`config.mk`:
```
export PLATFORM = sky130hd
export DESIGN_NAME = c8core_ctrl
export DESIGN_NICKNAME = d
export VERILOG_FILES = /design/src/c8core_pkg.sv /design/src/c8core_ctrl.sv
export SDC_FILE = /design/constraint.sdc
export NUM_CORES = 1
export LEC_CHECK = 0
export BUFFER_PORTS_ARGS = -buffer_cell sky130_fd_sc_hd__buf_2
export CORE_MARGIN = 2
export CORE_UTILIZATION = 49
export DETAILED_ROUTE_END_ITERATION = 10
export GPL_ROUTABILITY_DRIVEN = 0
export PLACE_DENSITY = 0.78
export REMOVE_ABC_BUFFERS = 1
export SYNTH_ARGS = -nofsm -noshare
export SYNTH_HDL_FRONTEND = slang
export SYNTH_SLANG_ARGS = --single-unit
```
`constraint.sdc`:
```
create_clock -name aclk -period 2 [get_ports aclk]
set_clock_uncertainty 0.1 [all_clocks]
set_input_delay 0.1 -clock aclk [delete_from_list [all_inputs] [get_ports aclk]]
set_output_delay 0.1 -clock aclk [all_outputs]
set_load 0.01 [all_outputs]
```
`src/c8core_pkg.sv`:
```
`default_nettype none
// ----------------------------------------------------------------------------
// c8core_pkg
// Shared constants, command and status types of the CHIP-8 interpreter core.
// ----------------------------------------------------------------------------
package c8core_pkg;

    localparam int ADDR_W       = 12;
    localparam int MEM_BYTES    = 4096;
    localparam int SCREEN_W     = 64;
    localparam int SCREEN_H     = 32;
    localparam int ROW_W        = 5;
    localparam int STACK_DEPTH  = 16;
    localparam int FONT_BYTES   = 80;
    localparam int S_DATA_W     = 56;
    localparam int M_DATA_W     = 96;

    localparam logic [ADDR_W-1:0] PROGRAM_BASE = 12'h200;
    localparam logic [ADDR_W-1:0] FONT_BASE    = 12'h050;
    localparam logic [ADDR_W-1:0] ADDR_LAST    = 12'hFFF;

    localparam logic [1:0] OP_WRITE = 2'd0;
    localparam logic [1:0] OP_EXEC  = 2'd1;
    localparam logic [1:0] OP_READ  = 2'd2;

    localparam logic [7:0] GLYPHS [FONT_BYTES] = '{
        8'hF0, 8'h90, 8'h90, 8'h90, 8'hF0, 8'h20, 8'h60, 8'h20, 8'h20, 8'h70,
        8'hF0, 8'h10, 8'hF0, 8'h80, 8'hF0, 8'hF0, 8'h10, 8'hF0, 8'h10, 8'hF0,
        8'h90, 8'h90, 8'hF0, 8'h10, 8'h10, 8'hF0, 8'h80, 8'hF0, 8'h10, 8'hF0,
        8'hF0, 8'h80, 8'hF0, 8'h90, 8'hF0, 8'hF0, 8'h10, 8'h20, 8'h40, 8'h40,
        8'hF0, 8'h90, 8'hF0, 8'h90, 8'hF0, 8'hF0, 8'h90, 8'hF0, 8'h10, 8'hF0,
        8'hF0, 8'h90, 8'hF0, 8'h90, 8'h90, 8'hE0, 8'h90, 8'hE0, 8'h90, 8'hE0,
        8'hF0, 8'h80, 8'h80, 8'h80, 8'hF0, 8'hE0, 8'h90, 8'h90, 8'h90, 8'hE0,
        8'hF0, 8'h80, 8'hF0, 8'h80, 8'hF0, 8'hF0, 8'h80, 8'hF0, 8'h80, 8'h80
    };

    typedef enum logic [4:0] {
        A_NONE, A_CLEAR, A_ACCEPT, A_FETCH_HI, A_FETCH_LO, A_DECODE, A_EXEC,
        A_DRAW_RD, A_DRAW_WR, A_BCD, A_STORE_RD, A_STORE_WR, A_LOAD_RD,
        A_LOAD_WR, A_WRITE_VF, A_WRITE_VX, A_TICK, A_OUT
    } act_t;

    typedef enum logic [2:0] {
        CL_NONE, CL_WX, CL_FLAG, CL_DRAW, CL_BCD, CL_STORE, CL_LOAD
    } cls_t;

    typedef struct packed {
        act_t act;
        logic cnt_inc;
    } cmd_t;

    typedef struct packed {
        logic       clr_done;
        logic [1:0] op_in;
        cls_t       cls;
        logic [3:0] cnt;
        logic [3:0] reg_x;
        logic       draw_end;
        logic       out_free;
    } sts_t;

    function automatic logic [7:0] font_byte(input logic [ADDR_W-1:0] a);
        logic [ADDR_W-1:0] off;
        off = a - FONT_BASE;
        if (a >= FONT_BASE && a < FONT_BASE + 12'(FONT_BYTES)) begin
            return GLYPHS[off[6:0]];
        end
        return 8'h00;
    endfunction

endpackage
`default_nettype wire

```
`src/c8core_ctrl.sv`:
```
`default_nettype none
// ----------------------------------------------------------------------------
// c8core_ctrl
// Sequencer: clearing pass, fetch, decode, execute and multi-cycle walks.
// ----------------------------------------------------------------------------
module c8core_ctrl (
    input  wire logic             aclk,
    input  wire logic             aresetn,
    input  wire logic             s_tvalid,
    output logic                  s_tready,
    output c8core_pkg::cmd_t      cmd,
    input  wire c8core_pkg::sts_t sts
);
    import c8core_pkg::*;

    typedef enum logic [17:0] {
        ST_CLEAR    = 18'b000000000000000001,
        ST_IDLE     = 18'b000000000000000010,
        ST_FETCH_HI = 18'b000000000000000100,
        ST_FETCH_LO = 18'b000000000000001000,
        ST_DECODE   = 18'b000000000000010000,
        ST_EXEC     = 18'b000000000000100000,
        ST_DRAW_RD  = 18'b000000000001000000,
        ST_DRAW_WR  = 18'b000000000010000000,
        ST_BCD      = 18'b000000000100000000,
        ST_STORE_RD = 18'b000000001000000000,
        ST_STORE_WR = 18'b000000010000000000,
        ST_LOAD_RD  = 18'b000000100000000000,
        ST_LOAD_WR  = 18'b000001000000000000,
        ST_WRITE_VF = 18'b000010000000000000,
        ST_WRITE_VX = 18'b000100000000000000,
        ST_TICK     = 18'b001000000000000000,
        ST_DONE     = 18'b010000000000000000,
        ST_SPARE    = 18'b100000000000000000
    } state_t;

    state_t state_reg, state_next;

    always_ff @(posedge aclk) begin
        if (!aresetn) begin
            state_reg <= ST_CLEAR;
        end else begin
            state_reg <= state_next;
        end
    end

    always_comb begin
        state_next  = state_reg;
        cmd.act     = A_NONE;
        cmd.cnt_inc = 1'b0;
        s_tready    = 1'b0;
        case (state_reg)
            ST_CLEAR: begin
                cmd.act = A_CLEAR;
                if (sts.clr_done) state_next = ST_IDLE;
            end
            ST_IDLE: begin
                s_tready = 1'b1;
                if (s_tvalid) begin
                    cmd.act    = A_ACCEPT;
                    state_next = (sts.op_in == OP_EXEC) ? ST_FETCH_HI : ST_DONE;
                end
            end
            ST_FETCH_HI: begin
                cmd.act    = A_FETCH_HI;
                state_next = ST_FETCH_LO;
            end
            ST_FETCH_LO: begin
                cmd.act    = A_FETCH_LO;
                state_next = ST_DECODE;
            end
            ST_DECODE: begin
                cmd.act    = A_DECODE;
                state_next = ST_EXEC;
            end
            ST_EXEC: begin
                cmd.act = A_EXEC;
                case (sts.cls)
                    CL_WX:    state_next = ST_WRITE_VX;
                    CL_FLAG:  state_next = ST_WRITE_VF;
                    CL_DRAW:  state_next = ST_DRAW_RD;
                    CL_BCD:   state_next = ST_BCD;
                    CL_STORE: state_next = ST_STORE_RD;
                    CL_LOAD:  state_next = ST_LOAD_RD;
                    default:  state_next = ST_TICK;
                endcase
            end
            ST_DRAW_RD: begin
                if (sts.draw_end) begin
                    state_next = ST_WRITE_VF;
                end else begin
                    cmd.act    = A_DRAW_RD;
                    state_next = ST_DRAW_WR;
                end
            end
            ST_DRAW_WR: begin
                cmd.act     = A_DRAW_WR;
                cmd.cnt_inc = 1'b1;
                state_next  = ST_DRAW_RD;
            end
            ST_BCD: begin
                cmd.act     = A_BCD;
                cmd.cnt_inc = 1'b1;
                if (sts.cnt == 4'd2) state_next = ST_TICK;
            end
            ST_STORE_RD: begin
                cmd.act    = A_STORE_RD;
                state_next = ST_STORE_WR;
            end
            ST_STORE_WR: begin
                cmd.act     = A_STORE_WR;
                cmd.cnt_inc = 1'b1;
                state_next  = (sts.cnt == sts.reg_x) ? ST_TICK : ST_STORE_RD;
            end
            ST_LOAD_RD: begin
                cmd.act    = A_LOAD_RD;
                state_next = ST_LOAD_WR;
            end
            ST_LOAD_WR: begin
                cmd.act     = A_LOAD_WR;
                cmd.cnt_inc = 1'b1;
                state_next  = (sts.cnt == sts.reg_x) ? ST_TICK : ST_LOAD_RD;
            end
            ST_WRITE_VF: begin
                cmd.act    = A_WRITE_VF;
                state_next = (sts.cls == CL_DRAW) ? ST_TICK : ST_WRITE_VX;
            end
            ST_WRITE_VX: begin
                cmd.act    = A_WRITE_VX;
                state_next = ST_TICK;
            end
            ST_TICK: begin
                cmd.act    = A_TICK;
                state_next = ST_DONE;
            end
            ST_DONE: begin
                if (sts.out_free) begin
                    cmd.act    = A_OUT;
                    state_next = ST_IDLE;
                end
            end
            default: state_next = ST_IDLE;
        endcase
    end

endmodule
`default_nettype wire

```
==> results of run 1 <==
placed cells by master, fill, tap and decap left out, drive strengths merged, types with 3 or more instances in the layout:
master / synthesis / final
nand2: 8 / 8
nor2: 21 / 21
nand2b: 7 / 7
inv: 3 / 3
nand4: 8 / 8
a21oi: 5 / 5
dlygate4sd3: 0 / 4
clkbuf: 1 / 3
nor4b: 3 / 3
or4b: 4 / 4
nor4: 11 / 11
nand3b: 5 / 5
dfxtp: 17 / 17
nand3: 3 / 3
nor3: 9 / 9
or3: 4 / 4
xnor2: 6 / 6
or4: 7 / 7
buf: 4 / 76
power breakdown:
group,leakage [uW],total [uW],switching (uW),internal (uW)
clock network,0.0000177,204,128,75.1
logic,0.000729,303,160,144
registers,0.000142,355,9.52,345
through the flow:
step	std cells	TNS [ns]
after floorplan	147	-1.086
after detailed placement	237	-1.924
after global routing	261	-6.897
after global placement	237	-0.4190
after CTS	260	-2.992
final	261	-5.942
how the worst max path moves through the flow:
stage | cells past startpoint | from | slack (ns) | endpoint
floorplan | 5 | state_reg[12] | -0.14 | state_reg[1]
global placement | 6 | state_reg[9] | -0.06 | cmd[2]
detailed placement | 6 | state_reg[12] | -0.13 | cmd[2]
CTS | 6 | state_reg[11] | -0.36 | cmd[2]
global route | 6 | state_reg[9] | -0.61 | cmd[2]
finish | 6 | state_reg[9] | -0.62 | cmd[1]
cell families after synthesis:
kind of cell / Yosys count / synth area share, %
XOR/XNOR: 6 / 4.175
AND/OR/NAND/NOR: 100 / 51.99
AO/OA/AOI/OAI: 21 / 12.23
flip-flops: 17 / 27.04
buffers and inverters: 8 / 4.572
metal layers:
metal / share of wire [%] / global-route usage (%) / vias to the layer above
li1: - / - / 750
met1: 34 / 46.12 / 865
met2: 43 / 71.43 / 220
met3: 13 / 11.20 / 89
met4: 9.6 / 27.50 / 0
met5: 0 / 0 / -
critical path, cell delays in order (launching register included):
cell      delay, ns
dfxtp_2        0.35
or4_4          0.57
nor4_4         0.35
nor3b_2        0.34
nand3b_1       0.20
nand4_1        0.15
buf_2          0.14
cell type report:
type / count / area share (%)
Clock inverter: 1 / 0.2405
Timing Repair Buffer: 80 / 28.62
Multi-Input combinational cell: 127 / 50.75
Clock buffer: 3 / 1.082
Tap cell: 30 / 1.804
Inverter: 3 / 0.6615
Sequential cell: 17 / 16.84
what timing repair did:
action	4_1_cts	5_1_grt
hold buffers	4	0
pin swaps	17	22
gates resized for setup	33	29
setup endpoints to repair	23	23
setup buffers	15	9
hold endpoints to repair	3	0
==> results, run 1 <==
- The final count of pins violating max slew is 0.
- The die outline area is 2990 sq um.
- The post-CTS clock slew at the launch and capture registers of the worst setup and hold paths is 0.11 ns.
- The time the final worst path needs with I/O delays and setup is 2.617 ns.
- The number of flops mapped to enable cells by yosys is 0.
- The worst register-to-register path has a setup slack of -0.24 ns.
- The share of the clock period used by the worst path is 130.8%.
- The antenna diode count is 0.
- The clock network latency to the later pin of the worst-skew pair is 0.32 ns.
- The total non-filler cell area in the finished layout is 2081 sq um.
- The half-perimeter wire length after placement is 3239 microns.
- The floorplan step set the die width to 54.69 microns.
- TritonCTS built the clock tree.
- The final reports fail on setup timing.
- The transition time of the tightest slew-check pin is 0.6123 ns.
- The critical path arrival is 2.42 ns.
- The height of the die is 54.69 microns.
- The Yosys step of the flow raised 0 warnings.
- The remaining antenna violation count after routing is 0.
- The count of max-cap constraint violations is 0.
- Setup repair after global routing could not meet its margin everywhere.
- The number of cells on the worst reg-to-reg path is 6.
- The netlist uses 46 different library cells.
- In the synthesized netlist, the cells that appear most often are 17 x dfxtp_1, 17 x nor2_1, 9 x nor3_1.
- The path type of the worst setup path is flip-flop to output pin.
- The number of placement rows is 18.
- Setup violations remaining at the end of the flow were counted as 22.
- The top fanout value on the critical path is 4.
- After filler insertion, the fill cell instance count of the layout stands at 104.
- The average wire length per cell after detail routing is 25.79 microns.
- The hold violation count in the final report came to 0.
- Derived from the worst setup path, the maximum achievable clock frequency is 0.3822 GHz.
- The biggest area contributor in the post-synthesis netlist is dfxtp_1.
- The via count of the first global-routing pass is 1855.
- In this run the tool buffered the top-level ports with 25 buffer cells.
- The first detailed-routing pass ran for 6 iterations.
- The setup slack at placement is -0.1337 ns.
- The flow ran to the end, but the final reports show violations.
- In the synthesized netlist the dominant register cell turns out to be dfxtp_1.
- The worst path required time is 1.80 ns.
- Summing all flip-flop and latch instances after layout gives 350.3 sq um.
- The end-of-flow core utilization is 84.76%.
- Yosys attributes the largest share of cell area to dfxtp_1 27%, nor2_1 5.1%, xnor2_1 4.2%.
- Counting every sink on the clock net gives 17.
- Of all flip-flops after synthesis, the portion carrying an async set or reset was 0%.
- The number of top-level design ports is 26.
- The per-cell via count in the routed design is 7.372.
- A synthesized cell averages 8.281 sq um.
- The static power due to leakage is 0.0008882 uW.
- In this run the worst hold path is classified as input pin to flip-flop.
- Entering global routing, the biggest net connects 11 pins.
- The type of origin of the critical path is a flip-flop.
- The worst register-to-register path begins at state_reg[3].
- The final net count is 251.
- Summing all multi-input logic gate instances after layout gives 1056 sq um.
- The clock passes through at most 2 buffers.
- The post-synth design cell area is 1259 sq um.
- After technology mapping, the gate count stands at 152.
- The endpoint kind of the worst setup timing path is an output pin.
- The core footprint is 2455 sq um.
- The overall track demand over capacity in global routing is 42.31%.
- The end of the worst register-to-register path is state_reg[1].
- The final routed DRC violation total is 0.
- The number of buffers created by CTS is 3.
- The total grt overflow is 0.
- Dividing total power by cell area gives a power density of 414.1 nW/um^2.
- Power comes to 861.6 uW.
- The number of DRC markers in iteration 0 is 213.
- The initial antenna violation count is 0.
- After synthesis, flip-flops and latches occupy 27.04% of the total area.
- The via count is 1924.
- The register with the most flip-flops in the layout has 17 of them.
- From synthesis to final layout, the design area changed by 65.31%.
- The post-route netlist has 56.71% of its cells at a drive strength greater than 1.
- The count of H-tree levels built during CTS is 1.
- The root buffer cell chosen for the clock tree is clkbuf_4.
- In this run, synthesis produced a sequential element count of 17.
- The proportion of netlist area held by the largest area contributor is 27.04%.
- In this run the tightest slew margin relative to its limit is 58.61%.
- The first-pass GRT wire length is 8852 microns.
- The maximum resistive drop on vdd is 0.4733 mV.
- The post-layout worst setup margin is -0.6167 ns.
- The total wire length after detailed routing is 6732 microns.
- The launch instance of the worst min-delay path is s_tvalid.
- Once the floorplan was initialized, standard cells occupied 51.27% of the core.
- The number of cells on the worst hold path is 3.
- Summing all placed instances gives a cell area of 1638 sq um.
- The worst hold path terminates at state_reg[1].
- On the final layout, the worst hold slack is 0.04031 ns.
Power figures use the tool's default switching activity.
==> inputs of run 2 (changes only) <==
Settings changed: CORE_UTILIZATION 49 to 55, PLACE_DENSITY 0.78 to 0.83.
Clock period 2 ns to 3.2 ns, I/O delays scaled along.
==> results, run 2 (synthesis gave the netlist of run 1 again) <==
- The flow ran to the end, and the final reports show no timing, DRC or antenna violations.
- The type of origin of the critical path is a flip-flop.
- The average wire length per cell after detail routing is 15.81 microns (-39%).
- The final count of negative-setup-slack endpoints came to 0 (-100%).
- The number of buffers created by CTS is 3 (unchanged).
- The overall track demand over capacity in global routing was 27.19% (-15 points).
- The cts-stage hold buffer count is 1 (-3).
- The count of max-cap constraint violations is 0 (unchanged).
- The power per cell area is 310.8 nW/um^2 (-25%).
- The worst path required time came to 2.94 ns (+1.14 ns).
- The initial antenna violation count came to 0 (unchanged).
- The tightest slew margin relative to the limit is 57.91% (-0.70 points).
- The number of top-level design ports was 26 (unchanged).
- The first-pass GRT wire length was 5375 microns (-39%).
- The share of the clock period used by the worst path is 86.51%.
- The hold violation count in the final report was 0 (unchanged).
- The via count of the first global-routing pass is 1180 (-36%).
- Leaving out fill and tap cells, the most frequent cell in the layout is buf_2.
- The half-perimeter wire length after placement is 2566 microns (-21%).
- The worst setup path is captured at an output pin.
- The clock sink count is 17 (unchanged).
- Setup repair after global routing left no endpoint under its margin.
- Derived from the worst setup path, the maximum achievable clock frequency is 0.3612 GHz.
- The number of setup buffers added after CTS is 0 (-15).
- The critical path arrival is 2.51 ns (+0.09 ns).
- The transition time of the tightest slew-check pin came to 0.6255 ns (+0.01329 ns).
- The number of flip-flops in the largest register was 17 (unchanged).
- The end-of-flow core utilization is 64.36% (-20 points).
- The per-cell via count in the routed design is 6.483 (-12%).
- The die outline area is 2687 sq um (-10%).
- The largest net degree at the start of global routing came to 15 (+4).
- The fraction of final layout cells sized beyond drive strength 1 is 25.99% (-31 points).
- The final count of pins violating max slew is 0 (unchanged).
- The path type of the worst setup path is flip-flop to output pin.
- The starting utilization of the core area is 57.45% (+6.2 points).
- The count of H-tree levels built during CTS is 1 (unchanged).
- The core footprint was 2191 sq um (-11%).
- The width of the die is 51.84 microns (-5.2%).
- The number of DRC markers in iteration 0 is 65 (-69%).
- The setup slack at placement is 0.6649 ns (+0.7986 ns).
- The antenna diode count is 0 (unchanged).
- The clock network latency to the later pin of the worst-skew pair is 0.31 ns (about the same).
- The static power due to leakage came to 0.0005512 uW (-38%).
- The total grt overflow was 0 (unchanged).
- The area growth from synthesis to layout is 12.03%.
- The total wire length after detailed routing is 3242 microns (-52%).
- The count of instances resized after the clock tree is built is 0 (-100%).
- The buffer cell driving the clock tree root is clkbuf_4.
- The maximum resistive drop on vdd came to 0.2710 mV (-43%).
- The post-CTS clock slew at the launch and capture registers of the worst setup and hold paths is 0.11 ns (about the same).
- The post-layout worst setup margin is 0.4318 ns (+1.048 ns).
- The height of the die is 51.84 microns (-5.2%).
- The remaining antenna violation count after routing is 0 (unchanged).
- The total negative setup slack is 0 ns (+5.942 ns).
- The final routed DRC violation total came to 0 (unchanged).
- The top fanout value on the critical path is 6 (+2).
- The number of placement rows is 17 (-1).
- The number of search-and-repair iterations in the first detailed-routing pass is 4 (-2).
- The deepest clock path buffer count came to 2 (unchanged).
- The routed design could run at a clock period as short as 2.768 ns.
- The classification of the worst-slack hold path is input pin to flip-flop.
- The number of buffers added on ports came to 25 (unchanged).
- The final net count was 197 (-22%).
- The via count is 1329 (-31%).
- TritonCTS built the clock tree.
- The library cells used most frequently in the layout, excluding fill and tap cells, are 25 x buf_2, 17 x nor2_1, 17 x dfxtp_1, 9 x nor3_1.
-- run 2: cell types whose count changed in the layout (fill, tap and decap cells not counted), moves of 4 or more --
cell,before,now
buf_4,41,0
buf_6,10,0
dfxtp_1,9,17
dfxtp_2,8,0
nor2_1,11,17
nor3_1,5,9
nor4_4,5,1
-- run 2: cell type report --
cell class	count	area [sq um]
multi-input cells	127	860.8
clock buffers	3	22.52
clock inverters	1	5.005
fillers	185	780.7
repair buffers	26	135.1
flip-flops and latches	17	340.3
well taps	28	35.03
inverters	3	11.26
-- run 2: routing by layer --
layer,GRT usage [%],up-vias,share of wire (%)
met5,0,-,0
met2,42.19,68,46
met3,5.460,13,6.9
met1,34.64,601,43
met4,15.79,0,3.2
li1,-,647,-
-- run 2: final timing paths --
check | startpoint | endpoint | slack (ns) | depth (start not counted)
hold / removal | sts[13] | state_reg[2] | 0.003 | 3
setup reg to reg | state_reg[13] | state_reg[1] | 0.56 | 5
hold reg to reg | state_reg[4] | state_reg[5] | 0.50 | 2
setup / recovery | state_reg[13] | cmd[1] | 0.43 | 6
-- run 2: critical path: stages (launching register included) --
cell and delay (ns):
dfxtp_1 0.37, nor4_1 0.51, nand4_1 0.33, nor4_1 0.62, a211oi_1 0.11, nand4_1 0.13, buf_2 0.13
-- run 2: power breakdown --
part / internal, uW / switching, uW
clock: 46.8 / 76.2
combinational: 38.3 / 54.8
sequential: 216 / 6.74
-- run 2: per-stage QoR --
step / cell area [sq um] / total power, uW / instances / hold WS, ns
final: 1410 / 438.3 / 205 / 0.003348
after floorplan: 1212 / 282.0 / 147 / 0.1467
after global placement: 1373 / 313.8 / 200 / 0.2960
after detailed placement: 1373 / 316.9 / 200 / 0.2996
after global routing: 1410 / 455.2 / 205 / 0.01729
after CTS: 1410 / 437.1 / 205 / 0.003573
